--- src/hw/rtl/ikd_pkg.sv ---
// ----------------------------------------------------------------------------
// ikd_pkg
// Shared types and constants for the descending key index sorter.
// ----------------------------------------------------------------------------
package ikd_pkg;

    localparam int CAPACITY  = 64;
    localparam int KEY_WIDTH = 32;
    localparam int CNT_W     = $clog2(CAPACITY + 1);
    localparam int IDX_W     = 6;

    typedef struct packed {
        logic signed [31:0] key;
        logic               last;
    } in_item_t;

    typedef struct packed {
        logic [IDX_W-1:0]   index;
        logic signed [31:0] sorted_key;
        logic               end_of_run;
        logic               overflow;
    } out_item_t;

    typedef struct packed {
        logic [KEY_WIDTH-1:0] key;
        logic [IDX_W-1:0]     index;
    } entry_t;

    typedef enum logic [1:0] {
        CELL_HOLD   = 2'd0,
        CELL_INSERT = 2'd1,
        CELL_SHIFT  = 2'd2
    } cell_op_t;

    // broadcast to every cell of the chain
    typedef struct packed {
        cell_op_t op;
        entry_t   fresh;
    } cell_ctrl_t;

    // signed compare a >= b via sign-bit flip
    function automatic logic key_ge(input logic [KEY_WIDTH-1:0] a,
                                    input logic [KEY_WIDTH-1:0] b);
        logic [KEY_WIDTH-1:0] sign;
        sign = {1'b1, {(KEY_WIDTH-1){1'b0}}};
        return (a ^ sign) >= (b ^ sign);
    endfunction

endpackage

--- src/hw/rtl/ikd_cell.sv ---
// ----------------------------------------------------------------------------
// ikd_cell
// One slot of the insertion chain: keeps its entry, takes the new key, or
// takes a neighbor's entry.
// ----------------------------------------------------------------------------
module ikd_cell
    import ikd_pkg::*;
(
    input  logic       clk,
    input  cell_ctrl_t ctrl,
    input  logic       valid,
    input  logic       prev_keep,
    input  entry_t     prev_entry,
    input  entry_t     next_entry,
    output entry_t     entry,
    output logic       keep
);

    entry_t entry_reg;
    entry_t entry_next;

    // ties stay ahead of the new key, so equal keys keep arrival order
    assign keep  = valid && key_ge(entry_reg.key, ctrl.fresh.key);
    assign entry = entry_reg;

    always_comb
    begin
        entry_next = entry_reg;
        case (ctrl.op)
            CELL_INSERT:
            begin
                if (!keep)
                begin
                    entry_next = prev_keep ? ctrl.fresh : prev_entry;
                end
            end
            CELL_SHIFT:
            begin
                entry_next = next_entry;
            end
            default:
            begin
                entry_next = entry_reg;
            end
        endcase
    end

    always_ff @(posedge clk)
    begin
        entry_reg <= entry_next;
    end

endmodule

--- config.mk ---
export PLATFORM = sky130hd
export DESIGN_NAME = ikd_cell
export DESIGN_NICKNAME = d
export VERILOG_FILES = /design/src/hw/rtl/ikd_pkg.sv /design/src/hw/rtl/ikd_cell.sv
export SDC_FILE = /design/constraint.sdc
export NUM_CORES = 1
export LEC_CHECK = 0
export BUFFER_PORTS_ARGS = -buffer_cell sky130_fd_sc_hd__buf_4
export CAP_MARGIN = 40
export CORE_MARGIN = 8
export CORE_UTILIZATION = 31
export CTS_CLUSTER_DIAMETER = 40
export DETAILED_ROUTE_END_ITERATION = 8
export PLACE_DENSITY_LB_ADDON = 0.2
export SYNTH_ARGS = -nofsm -noshare
export SYNTH_HDL_FRONTEND = slang
export SYNTH_SLANG_ARGS = --single-unit
--- constraint.sdc ---
create_clock -name clk -period 7.8 [get_ports clk]
set_input_delay 0.78 -clock clk [delete_from_list [all_inputs] [get_ports clk]]
set_output_delay 0.78 -clock clk [all_outputs]
set_load 0.005 [all_outputs]
==> insert_results.sql <==
INSERT INTO impl_metrics (metric_group, metric, value, unit) VALUES
('clock_network', 'worstSkewPairLatency', '290', 'ps'),
('sta', 'relSlewSlack', '0.481', ''),
('cells_and_area', 'finish.cell_count_without_fillers', '545', ''),
('sta', 'period_minus_slack', '3180', 'ps'),
('cells_and_area', 'fill_cells', '876', ''),
('sta', 'timing_max_transition_violations_final', '0', ''),
('worst_setup_path', 'crit_type', 'in2out', ''),
('synthesis', 'synth_top_flop_cell', 'sky130_fd_sc_hd__edfxtp_1', ''),
('hold_path', 'worst_hold_startpoint', 'next_entry[4]', ''),
('clock_network', 'cts.hold.buffers_added', '0', ''),
('worst_setup_path', 'cp.arrival', '2400', 'ps'),
('synthesis', 'synth_edf_count', '38', ''),
('clock_network', 'number_of_cells_upsized_or_downsized_after_cts', '0', ''),
('synthesis', 'synth_top_cell_area_share', '0.413', ''),
('clock_network', 'cts_tree', 'done', ''),
('worst_setup_path', 'critical_path.max_stage_delay', '480', 'ps'),
('drt', 'drt_drc_violations_left', '0', ''),
('die', 'fp.coreArea', '8680', 'um^2'),
('sta', 'tightestPinTransition', '777', 'ps'),
('cells_and_area', 'nNetsFinal', '587', ''),
('synthesis', 'syn_inst', '281', ''),
('worst_setup_path', 'critical_path.startpoint_type', 'input port', ''),
('synthesis', 'yosys_warnings', '0', ''),
('die', 'die_height', '110', 'um'),
('die', 'initial_core_util', '0.318', ''),
('flow_run', 'maxCapViolCount', '0', ''),
('power', 'ir_drop', '0.0000592', 'V'),
('worst_setup_path', 'critPathLaunch', 'ctrl[36]', ''),
('drt', 'detailed_routing_iterations_pass_1', '4', ''),
('clock_network', 'cts_inserted_buffers', '5', ''),
('worst_setup_path', 'r2r-start', 'entry[29]', ''),
('drt', 'first_iter_violations', '88', ''),
('hold_path', 'hold_path.class', 'in2reg', ''),
('power', 'leakage', '2.03', 'nW'),
('synthesis', 'synth.cell_area', '2760', 'um^2'),
('grt', 'gr-usage-all-layers', '0.135', ''),
('worst_setup_path', 'worst_path_dominant_cell_family', 'simple AND/OR/NAND/NOR gates', ''),
('clock_network', 'cts.path.max_buffers', '2', ''),
('worst_setup_path', 'crit_path_top_delay_cell', 'sky130_fd_sc_hd__nor4_1', ''),
('synthesis', 'yosys-top-cells-count', '45 x sky130_fd_sc_hd__nand2_1, 38 x sky130_fd_sc_hd__edfxtp_1, 38 x sky130_fd_sc_hd__mux2i_1, 38 x sky130_fd_sc_hd__o21ai_1, 34 x sky130_fd_sc_hd__inv_1', ''),
('clock_network', 'clk_root_buffer_cell', 'sky130_fd_sc_hd__clkbuf_8', ''),
('sta', 'post-route-period-util', '0.407', ''),
('synthesis', 'netlist.top_cell.by_area', 'sky130_fd_sc_hd__edfxtp_1', ''),
('synthesis', 'netlist-cell-type-count', '28', ''),
('run_status', 'outcome', 'completed', ''),
('die', 'die_area', '12200', 'um^2'),
('grt', 'grt_first_pass_wirelength', '13800', 'um'),
('synthesis', 'synth.net_count', '432', ''),
('placed_design', 'placed_cells_incl_taps', '537', ''),
('die', 'rows', '34', ''),
('cells_and_area', 'largest_register_ff_count', '38', ''),
('placed_design', 'buffer_ports.inserted', '157', ''),
('grt', 'antenna_found_initial', '0', ''),
('placed_design', 'place_hpwl', '7020', 'um'),
('drt', 'postRouteWirelength', '8540', 'um'),
('worst_setup_path', 'crit_path_cell_trace', 'buf_4 -> inv_1 -> ha_1 -> nand4_1 -> nor4_1 -> o31a_1 -> o21a_1 -> buf_4', ''),
('sta', 'grt_setup_unrepaired', 'no', ''),
('cells_and_area', 'final_layout_size_suffix_gt1_frac', '0.387', ''),
('grt', 'gr-total-overflow', '0', ''),
('clock_network', 'cts_sinks', '38', ''),
('grt', 'number_of_global_route_vias_before_repair', '2786', ''),
('worst_setup_path', 'cp-end-kind', 'primary output', ''),
('clock_network', 'clk_pin_slew_worst_paths', '80', 'ps'),
('drt', 'num_vias', '2536', ''),
('power', 'cellPowerDensity', '142', 'nW/um^2'),
('grt', 'grt_max_degree', '42', ''),
('drt', 'wl_per_cell', '15.7', 'um'),
('placed_design', 'place.gp.congestion', '0.746', ''),
('worst_setup_path', 'crit_fanout', '4', ''),
('die', 'io_pins', '158', ''),
('synthesis', 'avgSynthCellArea', '9.84', 'um^2');
worst reg2reg max path: cells and delay by family (launching register included):
kind / cells / cell delay (ps)
AO/OA/AOI/OAI: 5 / 1080
flip-flops: 1 / 400
adder cells (fa/ha/maj): 1 / 330
buffers and inverters: 1 / 330
metrics by stage:
step	cell area [um^2]	util	setup slack [ps]	hold slack (ps)	total power (W)
6_report	4140	0.478	4620	765	0.000588
5_1_grt	4140	0.478	4500	764	0.000624
4_1_cts	4140	0.478	4640	756	0.000597
3_5_place_dp	4060	0.468	4650	1060	0.000465
3_3_place_gp	4060	0.468	4650	1060	0.000461
2_1_floorplan	2760	-	3330	967	0.000357
cell usage in the layout (no fill, tap or decap), types with 2 or more instances in the layout:
| master | n |
|---|---|
| sky130_fd_sc_hd__buf_4 | 160 |
| sky130_fd_sc_hd__nand2_1 | 45 |
| sky130_fd_sc_hd__mux2i_1 | 38 |
| sky130_fd_sc_hd__o21ai_1 | 38 |
| sky130_fd_sc_hd__edfxtp_1 | 38 |
| sky130_fd_sc_hd__inv_1 | 34 |
| sky130_fd_sc_hd__ha_1 | 32 |
| sky130_fd_sc_hd__a21oi_1 | 11 |
| sky130_fd_sc_hd__nand4_1 | 7 |
| sky130_fd_sc_hd__clkbuf_8 | 5 |
| sky130_fd_sc_hd__o21ai_0 | 3 |
| sky130_fd_sc_hd__nor2_1 | 3 |
| sky130_fd_sc_hd__nor3_1 | 3 |
| sky130_fd_sc_hd__clkinv_1 | 3 |
| sky130_fd_sc_hd__a211oi_1 | 2 |
| sky130_fd_sc_hd__nand3_1 | 2 |
| sky130_fd_sc_hd__o21a_1 | 2 |
kinds of logic (layout without fill, tap and decap cells):
| family | count (synthesis) | after routing | synth area share |
|---|---|---|---|
| DFF | 38 | 38 | 0.413 |
| buffers and inverters | 46 | 202 | 0.0661 |
| AOI/OAI and AO/OA | 64 | 64 | 0.139 |
| muxes | 38 | 38 | 0.138 |
| adders and majority gates | 32 | 32 | 0.145 |
| and+or+nand+nor | 63 | 63 | 0.0996 |
worst paths after layout:
kind / slack (ps) / endpoint / depth (start not counted)
worst max-delay path: 4620 / keep / 8
worst min register to register: 1330 / entry[37] / 6
worst max register to register: 5340 / entry[10] / 7
worst min-delay path: 770 / entry[4] / 3
cell type report:
cell class,instances,area (um^2),area share
Inverter,34,128,0.0308
Timing Repair Buffer,160,1200,0.290
Tap cell,108,135,0.0326
Multi-Input combinational cell,197,1460,0.352
Clock inverter,3,11.3,0.00272
Sequential cell,38,1140,0.275
Clock buffer,5,68.8,0.0166
report_power, final:
group          switching, W  total [W]  leakage (nW)  internal [W]
logic             0.0000853   0.000192          1.62      0.000106
registers         0.0000107   0.000265         0.372      0.000254
clock network     0.0000712   0.000131        0.0407     0.0000598
total              0.000167   0.000588          2.03      0.000420
layer usage:
| metal | track usage | share of wire |
|---|---|---|
| met5 | 0 | 0 |
| met4 | 0.0252 | 0.0070 |
| met3 | 0.0465 | 0.068 |
| met2 | 0.235 | 0.49 |
| met1 | 0.156 | 0.44 |
Power figures use the tool's default switching activity.
